File: src/scsw_pkg.sv
`default_nettype none

package scsw_pkg;

	// Frame sequencer phases, one-hot
	typedef enum logic [13:0] {
		PH_IDLE  = 14'b00000000000001,
		PH_ST_A  = 14'b00000000000010,
		PH_ST_B  = 14'b00000000000100,
		PH_B1_LO = 14'b00000000001000,
		PH_B1_HI = 14'b00000000010000,
		PH_K1_LO = 14'b00000000100000,
		PH_K1_HI = 14'b00000001000000,
		PH_B2_LO = 14'b00000010000000,
		PH_B2_HI = 14'b00000100000000,
		PH_K2_LO = 14'b00001000000000,
		PH_K2_HI = 14'b00010000000000,
		PH_SP_A  = 14'b00100000000000,
		PH_SP_B  = 14'b01000000000000,
		PH_SP_C  = 14'b10000000000000
	} phase_t;

	// Input command codes, carried on s_tuser
	localparam logic CMD_TICK = 1'b0;
	localparam logic CMD_SHOW = 1'b1;

	// Configuration register indexes
	localparam logic [2:0] REG_DATA_CMD  = 3'd0;
	localparam logic [2:0] REG_ADDR_0    = 3'd1;
	localparam logic [2:0] REG_ADDR_1    = 3'd2;
	localparam logic [2:0] REG_ADDR_2    = 3'd3;
	localparam logic [2:0] REG_ADDR_3    = 3'd4;
	localparam logic [2:0] REG_DISP_CMD  = 3'd5;
	localparam logic [2:0] REG_HALF_BIT  = 3'd6;

	localparam logic [7:0]  RST_DATA_CMD = 8'h40;
	localparam logic [7:0]  RST_ADDR_0   = 8'hC0;
	localparam logic [7:0]  RST_ADDR_1   = 8'hC1;
	localparam logic [7:0]  RST_ADDR_2   = 8'hC2;
	localparam logic [7:0]  RST_ADDR_3   = 8'hC3;
	localparam logic [7:0]  RST_DISP_CMD = 8'h88;
	localparam logic [15:0] RST_HALF_BIT = 16'd1;

	localparam int unsigned WAIT_BITS_DEF = 16;

	localparam logic [2:0] LAST_FRAME = 3'd5;
	localparam logic [7:0] COLON_BIT  = 8'h80;
	localparam logic [6:0] MAX_NUMBER = 7'd99;

	// Decimal digit to seven-segment code
	function automatic logic [7:0] seg_code(input logic [3:0] d);
		logic [7:0] c;
		case (d)
			4'd0: c = 8'h3f;
			4'd1: c = 8'h06;
			4'd2: c = 8'h5b;
			4'd3: c = 8'h4f;
			4'd4: c = 8'h66;
			4'd5: c = 8'h6d;
			4'd6: c = 8'h7d;
			4'd7: c = 8'h07;
			4'd8: c = 8'h7f;
			4'd9: c = 8'h6f;
			default: c = 8'h00;
		endcase
		return c;
	endfunction

	// Tens digit of 0..99 by reciprocal multiply: v*205 >> 11
	function automatic logic [3:0] tens_digit(input logic [6:0] v);
		logic [14:0] p;
		p = 15'(v) * 15'd205;
		return p[14:11];
	endfunction

endpackage

`default_nettype wire

File: src/segment_clock_serial_writer_unit.sv
`default_nettype none

// Two-wire seven-segment display writer.
//
// Input stream (s_*): each transfer is either a time tick (s_tuser = 0) or a
// request to show a new time (s_tuser = 1) with two numbers in s_tdata.
// A request while idle captures four segment codes (colon set on the second
// digit) and starts six frames: data command, four address/segment pairs and
// the display command. Each line change is held for half_bit_ticks ticks.
// A request while busy is dropped and flagged as rejected.
// Output stream (m_*): exactly one result per input transfer, holding the
// clock and data line levels after that item, busy and rejected.
// Each result is registered, in the skid stage if the output register still
// holds an unaccepted one. Throughput: one item per cycle while s_tready is
// high; the step logic is a single registered pass over the sequencer state.
// The output register is backed by a one-entry skid stage, so one input is
// still taken while a result waits; s_tready drops only when both are full.
// Reset: idle, both lines high, configuration at its defaults, no result
// pending. cfg_* writes take effect at once and must only happen while idle.

module segment_clock_serial_writer_unit
	import scsw_pkg::*;
#(
	parameter int unsigned WAIT_COUNT_BITS = WAIT_BITS_DEF
) (
	input  wire logic        clk,
	input  wire logic        arst_n,
	// config write port
	input  wire logic        cfg_wr_en,
	input  wire logic [2:0]  cfg_index,
	input  wire logic [15:0] cfg_data,
	// input stream
	input  wire logic        s_tvalid,
	output logic             s_tready,
	input  wire logic [15:0] s_tdata,  // [6:0] left_number, [13:7] right_number, [15:14] zero
	input  wire logic        s_tuser,  // command: 0 tick, 1 show request
	// result stream
	output logic             m_tvalid,
	input  wire logic        m_tready,
	output logic [7:0]       m_tdata   // [0] clock_pin, [1] data_pin, [2] busy_res,
	                                   // [3] rejected, [7:4] zero
);

	localparam logic [31:0] WAIT_MAX =
		32'((64'd1 << WAIT_COUNT_BITS) - 64'd1);

	// configuration registers
	logic [7:0]  data_cmd_q, addr0_q, addr1_q, addr2_q, addr3_q, disp_cmd_q;
	logic [15:0] half_bit_q;

	always_ff @(posedge clk or negedge arst_n) begin
		if (!arst_n) begin
			data_cmd_q <= RST_DATA_CMD;
			addr0_q    <= RST_ADDR_0;
			addr1_q    <= RST_ADDR_1;
			addr2_q    <= RST_ADDR_2;
			addr3_q    <= RST_ADDR_3;
			disp_cmd_q <= RST_DISP_CMD;
			half_bit_q <= RST_HALF_BIT;
		end else if (cfg_wr_en) begin
			case (cfg_index)
				REG_DATA_CMD: data_cmd_q <= cfg_data[7:0];
				REG_ADDR_0:   addr0_q    <= cfg_data[7:0];
				REG_ADDR_1:   addr1_q    <= cfg_data[7:0];
				REG_ADDR_2:   addr2_q    <= cfg_data[7:0];
				REG_ADDR_3:   addr3_q    <= cfg_data[7:0];
				REG_DISP_CMD: disp_cmd_q <= cfg_data[7:0];
				REG_HALF_BIT: half_bit_q <= cfg_data;
				default: ;
			endcase
		end
	end

	// wait reload: zero acts as one, saturate to counter range
	logic [31:0]                reload_wide;
	logic [WAIT_COUNT_BITS-1:0] reload;

	always_comb begin
		reload_wide = {16'd0, half_bit_q};
		if (reload_wide == 32'd0) reload_wide = 32'd1;
		if (reload_wide > WAIT_MAX) reload_wide = WAIT_MAX;
		reload = reload_wide[WAIT_COUNT_BITS-1:0];
	end

	// sequencer state
	phase_t                     phase_q, phase_d;
	logic [2:0]                 frame_q, frame_d;
	logic [3:0]                 bit_q, bit_d;
	logic [7:0]                 shift_q, shift_d;
	logic [WAIT_COUNT_BITS-1:0] wait_q, wait_d, wait_dec;
	logic                       clk_lvl_q, clk_lvl_d;
	logic                       dat_lvl_q, dat_lvl_d;
	logic [7:0]                 seg_q [4];

	logic       accept;
	logic       busy;
	logic       rej;
	logic       seg_load;
	logic       enter_en;
	logic [6:0] left_sat, right_sat;
	logic [3:0] left_tens, right_tens, left_ones, right_ones;
	logic [6:0] left_rem, right_rem;
	logic [2:0] frame_m1;
	logic [3:0] bit_inc;

	assign accept = s_tvalid & s_tready;
	assign busy   = (phase_q != PH_IDLE);

	// digit split of the saturated numbers
	always_comb begin
		left_sat   = (s_tdata[6:0]  > MAX_NUMBER) ? MAX_NUMBER : s_tdata[6:0];
		right_sat  = (s_tdata[13:7] > MAX_NUMBER) ? MAX_NUMBER : s_tdata[13:7];
		left_tens  = tens_digit(left_sat);
		right_tens = tens_digit(right_sat);
		left_rem   = left_sat  - 7'(left_tens)  * 7'd10;
		right_rem  = right_sat - 7'(right_tens) * 7'd10;
		left_ones  = left_rem[3:0];
		right_ones = right_rem[3:0];
	end

	assign frame_m1 = frame_q - 3'd1;
	assign bit_inc  = bit_q + 4'd1;
	assign wait_dec = (wait_q != '0) ? wait_q - 1'b1 : wait_q;

	// one step of the frame sequencer
	always_comb begin
		phase_d   = phase_q;
		frame_d   = frame_q;
		bit_d     = bit_q;
		shift_d   = shift_q;
		wait_d    = wait_q;
		clk_lvl_d = clk_lvl_q;
		dat_lvl_d = dat_lvl_q;
		rej       = 1'b0;
		seg_load  = 1'b0;
		enter_en  = 1'b0;

		if (s_tuser == CMD_SHOW) begin
			if (busy) begin
				rej = 1'b1;
			end else begin
				seg_load = 1'b1;
				frame_d  = 3'd0;
				bit_d    = 4'd0;
				phase_d  = PH_ST_A;
				enter_en = 1'b1;
			end
		end else if (busy) begin
			wait_d = wait_dec;
			if (wait_dec == '0) begin
				enter_en = 1'b1;
				case (phase_q)
					PH_ST_A: phase_d = PH_ST_B;
					PH_ST_B: begin
						case (frame_q)
							3'd0: shift_d = data_cmd_q;
							3'd1: shift_d = addr0_q;
							3'd2: shift_d = addr1_q;
							3'd3: shift_d = addr2_q;
							3'd4: shift_d = addr3_q;
							default: shift_d = disp_cmd_q;
						endcase
						bit_d   = 4'd0;
						phase_d = PH_B1_LO;
					end
					PH_B1_LO: phase_d = PH_B1_HI;
					PH_B2_LO: phase_d = PH_B2_HI;
					PH_B1_HI: begin
						shift_d = {1'b0, shift_q[7:1]};
						bit_d   = bit_inc;
						phase_d = (bit_inc >= 4'd8) ? PH_K1_LO : PH_B1_LO;
					end
					PH_B2_HI: begin
						shift_d = {1'b0, shift_q[7:1]};
						bit_d   = bit_inc;
						phase_d = (bit_inc >= 4'd8) ? PH_K2_LO : PH_B2_LO;
					end
					PH_K1_LO: phase_d = PH_K1_HI;
					PH_K2_LO: phase_d = PH_K2_HI;
					PH_K1_HI: begin
						// address frames carry a segment byte after the address
						if (frame_q >= 3'd1 && frame_q <= 3'd4) begin
							shift_d = seg_q[frame_m1[1:0]];
							bit_d   = 4'd0;
							phase_d = PH_B2_LO;
						end else begin
							phase_d = PH_SP_A;
						end
					end
					PH_K2_HI: phase_d = PH_SP_A;
					PH_SP_A:  phase_d = PH_SP_B;
					PH_SP_B:  phase_d = PH_SP_C;
					PH_SP_C: begin
						if (frame_q >= LAST_FRAME) begin
							frame_d  = 3'd0;
							wait_d   = '0;
							phase_d  = PH_IDLE;
							enter_en = 1'b0;
						end else begin
							frame_d = frame_q + 3'd1;
							phase_d = PH_ST_A;
						end
					end
					default: begin
						phase_d  = PH_IDLE;
						wait_d   = '0;
						enter_en = 1'b0;
					end
				endcase
			end
		end

		// line levels on entry into the new phase
		if (enter_en) begin
			wait_d = reload;
			case (phase_d)
				PH_ST_A: begin
					clk_lvl_d = 1'b1;
					dat_lvl_d = 1'b1;
				end
				PH_ST_B: dat_lvl_d = 1'b0;
				PH_B1_LO, PH_B2_LO, PH_K1_LO, PH_K2_LO: clk_lvl_d = 1'b0;
				PH_B1_HI, PH_B2_HI: begin
					dat_lvl_d = shift_d[0];
					clk_lvl_d = 1'b1;
				end
				PH_K1_HI, PH_K2_HI: clk_lvl_d = 1'b1;
				PH_SP_A: begin
					clk_lvl_d = 1'b0;
					dat_lvl_d = 1'b0;
				end
				PH_SP_B: clk_lvl_d = 1'b1;
				PH_SP_C: dat_lvl_d = 1'b1;
				default: ;
			endcase
		end
	end

	always_ff @(posedge clk or negedge arst_n) begin
		if (!arst_n) begin
			phase_q   <= PH_IDLE;
			frame_q   <= 3'd0;
			bit_q     <= 4'd0;
			shift_q   <= 8'd0;
			wait_q    <= '0;
			clk_lvl_q <= 1'b1;
			dat_lvl_q <= 1'b1;
		end else if (accept) begin
			phase_q   <= phase_d;
			frame_q   <= frame_d;
			bit_q     <= bit_d;
			shift_q   <= shift_d;
			wait_q    <= wait_d;
			clk_lvl_q <= clk_lvl_d;
			dat_lvl_q <= dat_lvl_d;
		end
	end

	// segment codes, written on every accepted request while idle
	always_ff @(posedge clk) begin
		if (accept && seg_load) begin
			seg_q[0] <= seg_code(left_tens);
			seg_q[1] <= seg_code(left_ones) | COLON_BIT;
			seg_q[2] <= seg_code(right_tens);
			seg_q[3] <= seg_code(right_ones);
		end
	end

	// result register plus skid stage
	logic [7:0] result;
	logic [7:0] out_q, skid_q;
	logic       out_vld_q, skid_vld_q;
	logic       out_free;

	assign result   = {4'd0, rej, (phase_d != PH_IDLE), dat_lvl_d, clk_lvl_d};
	assign out_free = !out_vld_q || m_tready;
	assign s_tready = !skid_vld_q;
	assign m_tvalid = out_vld_q;
	assign m_tdata  = out_q;

	always_ff @(posedge clk or negedge arst_n) begin
		if (!arst_n) begin
			out_vld_q  <= 1'b0;
			skid_vld_q <= 1'b0;
		end else if (accept) begin
			out_vld_q <= 1'b1;
			if (!out_free) skid_vld_q <= 1'b1;
		end else if (out_vld_q && m_tready) begin
			if (skid_vld_q) skid_vld_q <= 1'b0;
			else out_vld_q <= 1'b0;
		end
	end

	always_ff @(posedge clk) begin
		if (accept) begin
			if (out_free) out_q <= result;
			else skid_q <= result;
		end else if (out_vld_q && m_tready && skid_vld_q) begin
			out_q <= skid_q;
		end
	end

endmodule

`default_nettype wire
File: config.mk
export PLATFORM = sky130hd
export DESIGN_NAME = segment_clock_serial_writer_unit
export DESIGN_NICKNAME = d
export VERILOG_FILES = /design/src/scsw_pkg.sv /design/src/segment_clock_serial_writer_unit.sv
export SDC_FILE = /design/constraint.sdc
export NUM_CORES = 1
export LEC_CHECK = 0
export BUFFER_PORTS_ARGS = -buffer_cell sky130_fd_sc_hd__buf_2
export CAP_MARGIN = 10
export CORE_MARGIN = 2
export CORE_UTILIZATION = 38
export DETAILED_ROUTE_END_ITERATION = 10
export PLACE_DENSITY = 0.57
export REMOVE_ABC_BUFFERS = 1
export SLEW_MARGIN = 10
export SYNTH_ARGS = -nofsm -noshare
export SYNTH_HDL_FRONTEND = slang
export SYNTH_SLANG_ARGS = --single-unit
File: constraint.sdc
create_clock -name clk -period 5 [get_ports clk]
set_input_delay 0.25 -clock clk [delete_from_list [all_inputs] [get_ports clk]]
set_output_delay 0.25 -clock clk [all_outputs]
set_load 0.05 [all_outputs]
* Yosys cells after proc, flatten, opt, wreduce, memory -nomap -nowiden *
Memory sizes are Yosys's and may differ from the RTL's.
Cells that the tools add are included.

word-level totals
  memories kept = 5
  bits in read-only memories = 448
  output and inout bits = 10
  RAM bits = 32
  latch bits = 0
  register bits after elaboration = 125

operators by class
  multipliers = 4
  divide/modulo/power cells = 0
  reductions and logical operators = 42
  equal/unequal tests = 45
  multiplexer cells = 66
  bitwise operators = 3
  $add $sub $neg = 6
  magnitude comparators = 7
  shifts and indexed selects = 0

memories
  name              words  width  read ports  clocked after memory_dff  wr ports  RTL line                                source
  (name not given)  16     7      1           0                         0         scsw_pkg.sv:53                          case (d)
  (name not given)  16     7      1           0                         0         scsw_pkg.sv:53
  (name not given)  16     7      1           0                         0         scsw_pkg.sv:53
  (name not given)  16     7      1           0                         0         scsw_pkg.sv:53
  seg_q             4      8      1           0                         4         segment_clock_serial_writer_unit.sv:93  logic [7:0] seg_q [4];

operator list
  cell                  number
  $pmux 14 s13          1
  $mux 16               8
  $mux 14               4
  $mux 8                7
  $pmux 8 s5            1
  $gt 32x16->1 const B  1
  $logic_not 16->1      2
  $pmux 16 s2           1
  $mul 7x8->15 const B  2
  $eq 14x10->1 const B  2
  $eq 14x11->1 const B  2
  $eq 14x12->1 const B  2
  $eq 14x13->1 const B  2
  $eq 14x14->1 const B  2
  $eq 14x2->1 const B   2
  $eq 14x3->1 const B   2
  $eq 14x4->1 const B   2
  $eq 14x5->1 const B   2
  $eq 14x6->1 const B   2
  $eq 14x7->1 const B   2
  $eq 14x8->1 const B   2
  $eq 14x9->1 const B   2
  $ne 14x1->1 const B   2
  $pmux 8 s3            1
  other kinds (46)      117

* Depth between registers and ports, before layout *
  depth in word-level cells = 13
  depth in mapped cells = 25

* Worst setup path after synthesis *
Ideal clock, no wire load.

  path type = input-to-reg
  from = input port s_tdata[2]
  to = memory seg_q[1][4] (data pin)
  required time = 4,731 ps
  path buffers = 1
  stages on the path = 23
  path slack = -671 ps
  data arrival time = 5,401 ps
  path through = a21boi_0 -> ha_1 -> ha_1 -> inv_1 -> fa_1 -> inv_1 -> fa_1 -> ha_1 -> a31o_2 -> a21o_1 -> a211o_1 -> a21oi_1 -> xnor2_1 -> inv_1 -> ha_1 -> fa_1 -> xnor2_1 -> xnor3_1 -> xnor3_1 -> clkbuf_1 -> nor2_1 -> a31oi_1 -> o21ai_0

RTL lines
  item                RTL line                                source
  start: declaration  segment_clock_serial_writer_unit.sv:35  input wire logic [15:0] s_tdata,
  end: declaration    segment_clock_serial_writer_unit.sv:93

==> impl_summary.md <==
Setup path
The worst-case register-to-register setup slack is 0.35 ns. The largest driver fanout on the critical path is 7. For the worst setup path, the data arrival time is about 5 ns. The number of cell instances on the worst register-to-register path is 13.

The worst register-to-register path begins at wait_q[0]. In this run the critical register-to-register path is captured at m_tdata[0]. The data required time of the critical path is 5.18 ns. The most critical setup path has its startpoint at s_tdata[2]. The worst setup path is launched from an input port. The end point of the critical path is seg_q[1][6]. The sort of element at the end of the critical path is a flip-flop. The class of the most critical setup path is input port to flip-flop.

Clock network
The TritonCTS clock tree is yes. The clock latency on the worst-skew pair is 0.43 ns. The clock tree synthesis step divided the H-tree into 4 levels. After clock tree synthesis, the clock-pin slew on the worst setup and hold paths is roughly 0.070 ns. The maximum clock path buffer count is 2.

The clock sink count is around 150. The number of buffers created by CTS is 17. The clock root buffer master is sky130_fd_sc_hd__clkbuf_16.

GRT
The number of global-route vias before repair is approximately 8.6k. The wire length of the first global-routing pass is about 43 mm. The initial antenna violation count came to 1. The sum of overflow across all layers after global routing is 0. The overall routing resource usage is between 15 and 20%. The pin count of the biggest net entering global routing is 66.

Yosys
The Yosys step of the flow raised 0 warnings. The synthesis-stage register bit count is 149. The most instantiated flip-flop cell in the synthesis netlist is sky130_fd_sc_hd__dfrtp_1. The top cell type by total area after synthesis is sky130_fd_sc_hd__dfrtp_1. After synthesis, the largest area contributor takes up between 20% and 30% of total cell area. The synthesized netlist contains between 80 and 90 unique library cells. Yosys attributes the largest share of cell area to sky130_fd_sc_hd__dfrtp_1 22%, sky130_fd_sc_hd__ha_1 11%, sky130_fd_sc_hd__edfxtp_1 10%. The number of enable-type register cells in the synthesized netlist is 36. The most repeated cell in the gate-level netlist after synthesis is sky130_fd_sc_hd__ha_1. The commonest cells after synthesis are 98 x sky130_fd_sc_hd__ha_1, 94 x sky130_fd_sc_hd__dfrtp_1, 92 x sky130_fd_sc_hd__nand2_1.

The fraction of registers with async set/reset is approximately three quarters. Synthesis produced 1086 cells. The synthesized netlist occupies a cell area of 10700 um2. The average footprint of a synthesized cell is between 9 and 10 um2. Sequential cells were found to cover between 30% and 40% of the synthesized design area.

Drt
The average detailed-routed wire length per instance is between 15 and 20 um. The final wirelength is between 20 and 30 mm. The post-route antenna net violation count is 0. For this block, the initial DRC count from the detailed router was approximately 650. In the routed design, unresolved DRC markers number 0.

The first TritonRoute pass finished after 6 iterations. Using the TritonRoute via totals, the vias-per-cell ratio works out to between 5 and 6. Summing over every cut layer, the via total after detailed routing is between 8k and 9k.

STA
The worst pin sits at a relative slew slack of about two fifths. The post-route clock skew is 0.0122 ns. Summed over all failing endpoints, the final setup total negative slack is 0 ns.

The upper clock frequency limit is 203 MHz. The number of failing hold endpoints at the final stage is 0. Of the available clock period, the critical path in the final layout requires a little over nine tenths.

On the final layout, the worst hold slack is between 0.02 and 0.025 ns. The number of pins with negative max-slew slack in the final report is 0. Setup repair after global routing could not meet its margin everywhere. The time the final worst path needs with I/O delays and setup is between 4 and 5 ns. Setup violations remaining at the end of the flow were counted as 0.

The measured slew at the worst slew-check pin is slightly above 0.9 ns.

Worst hold path
In this run the worst hold path is classified as input port to flip-flop. The number of cells traversed by the worst hold path is 2.

Floorplanning
The die is between 150 and 200 um tall. The die area is ~30000 um2. 51 I/O pins were placed. The placeable core area is approximately 28000 um2. The width of the die is about 170 um.

For this configuration, the core starts out at a cell density of between 30% and 40%. The floorplan has 61 rows.

Finish
The post-route netlist has between 20% and 30% of its cells at a drive strength greater than 1. The final core area utilization is between 40% and 50%. The number of nets in the layout is between 1k and 1.5k. The final cell area excluding filler cells is approximately 13000 um2.

The number of antenna diodes in the final layout is 0. The area growth from synthesis to layout is 19.9%. The filler cells instantiated in the layout total 2690. The final non-filler cell total is 1585.

Place
The cell area after placement is between 10000 and 15000 um2. Port buffering added 44 buffers. The instance count after placement with tap cells included is 1538. Routability-driven placement finished with a final weighted congestion of 0.870. Detailed placement ended at an HPWL of 19.3 mm.

Flow run
The tool flagged a number of max-cap violations equal to 0.

Status
The run finished with clean final reports.

Power and ir drop
Summed over all cells, the static leakage comes to approximately 5.6 nW. Power spread over the standard cell area amounts to 511 nW/um2. The largest vdd supply drop is between 0.0004 and 0.0005 V.
-- cells by family after synthesis --
kind of cell               after synthesis  synth area share, %
DFF                                    149                 36.6
buffers and inverters                  125                 4.65
other                                    1               0.0349
adders and majority gates              116                 14.8
muxes                                   81                 9.30
and+or+nand+nor                        344                 16.6
AOI/OAI and AO/OA                      241                 15.2
xor gates and xnor gates                29                 2.88
-- layout by cell type, fill, tap and decap left out, drive strengths merged, types with 12 or more instances in the layout --
master	instances
buf	136
ha	98
dfrtp	94
nand2	92
nor2	80
inv	77
o21ai	69
mux2	67
a21oi	48
edfxtp	36
nor3	28
nand3	27
clkbuf	21
nor4	21
dfstp	19
fa	18
xnor2	16
a31oi	13
o211ai	13
a222oi	13
a22oi	12
or2	12
-- power breakdown --
part	leakage, nW	switching [mW]	internal [mW]
clock network	0.277	0.521	0.766
logic	3.61	1.86	1.60
registers	1.71	0.226	1.61
-- cell type report --
cell class | count | area (um2) | area share [%]
repair buffers | 137 | 952 | 7.39
inverters | 74 | 278 | 2.16
multi-input cells | 815 | 6660 | 51.7
flip-flops and latches | 149 | 3930 | 30.5
well taps | 378 | 473 | 3.67
clock inverters | 11 | 123 | 0.952
clock buffers | 21 | 462 | 3.58
-- worst max-delay path: stages --
cell and delay, ns:
sky130_fd_sc_hd__buf_6 0.10, sky130_fd_sc_hd__nor3_4 0.16, sky130_fd_sc_hd__nor2_1 0.08, sky130_fd_sc_hd__or2_4 0.26, sky130_fd_sc_hd__ha_4 0.28, sky130_fd_sc_hd__ha_4 0.13
sky130_fd_sc_hd__inv_2 0.04, sky130_fd_sc_hd__fa_2 0.35, sky130_fd_sc_hd__inv_2 0.07, sky130_fd_sc_hd__fa_1 0.38, sky130_fd_sc_hd__ha_1 0.28, sky130_fd_sc_hd__a31o_2 0.20
sky130_fd_sc_hd__a21o_1 0.16, sky130_fd_sc_hd__a211o_1 0.35, sky130_fd_sc_hd__a21oi_4 0.21, sky130_fd_sc_hd__o21ba_4 0.18, sky130_fd_sc_hd__xor2_2 0.16, sky130_fd_sc_hd__inv_1 0.07
sky130_fd_sc_hd__fa_2 0.35, sky130_fd_sc_hd__xnor2_2 0.17, sky130_fd_sc_hd__xnor3_1 0.24, sky130_fd_sc_hd__xnor3_2 0.32, sky130_fd_sc_hd__nor2b_4 0.17, sky130_fd_sc_hd__nand2b_1 0.09
sky130_fd_sc_hd__nand3_1 0.07
-- repair_timing --
action / in CTS / in global routing
buffers inserted: 9 / 5
gates resized for setup: 21 / 58
hold endpoints to repair: 60 / 0
hold buffers: 1 / 0
endpoints found under the setup margin: 14 / 18
pin swaps: 8 / 37
-- routing by layer --
| metal | vias up | GRT usage (%) | wire length [um] |
|---|---|---|---|
| met2 | 207 | 31.9 | 13000 |
| met5 | - | 0 | 13 |
| met1 | 4168 | 23.3 | 11600 |
| met4 | 2 | 5.04 | 299 |
| li1 | 4203 | - | - |
| met3 | 30 | 3.30 | 1230 |
-- worst min-delay path by stage --
stage / startpoint / endpoint / slack, ns
2_1_floorplan: arst_n / addr0_q[0] / -0.05
3_3_place_gp: arst_n / half_bit_q[12] / 0.42
3_5_place_dp: arst_n / half_bit_q[12] / 0.42
4_1_cts: m_tready / skid_vld_q / 0.01
5_1_grt: m_tready / skid_vld_q / 0.01
6_report: m_tready / skid_vld_q / 0.02
-- through the flow --
stage	power [mW]	setup WS, ns
after global routing	7.09	-0.154
after floorplan	3.92	-0.569
after global placement	4.86	-0.635
final	6.58	0.0625
after CTS	6.37	0.00212
after detailed placement	4.90	-0.869
-- flip-flops by register name (all words and copies together) (netlist names) --
register    cells
addr0_q         8
addr1_q         8
addr2_q         8
addr3_q         8
bit_q           4
clk_lvl_q       1
dat_lvl_q       1
data_cmd_q      8
disp_cmd_q      8
frame_q         3
half_bit_q     16
m_tdata         4
m_tvalid        1
phase_q        14
seg_q          28
shift_q         8
skid_q          4
skid_vld_q      1
wait_q         16
No activity file was read; power rests on OpenSTA's default activity.
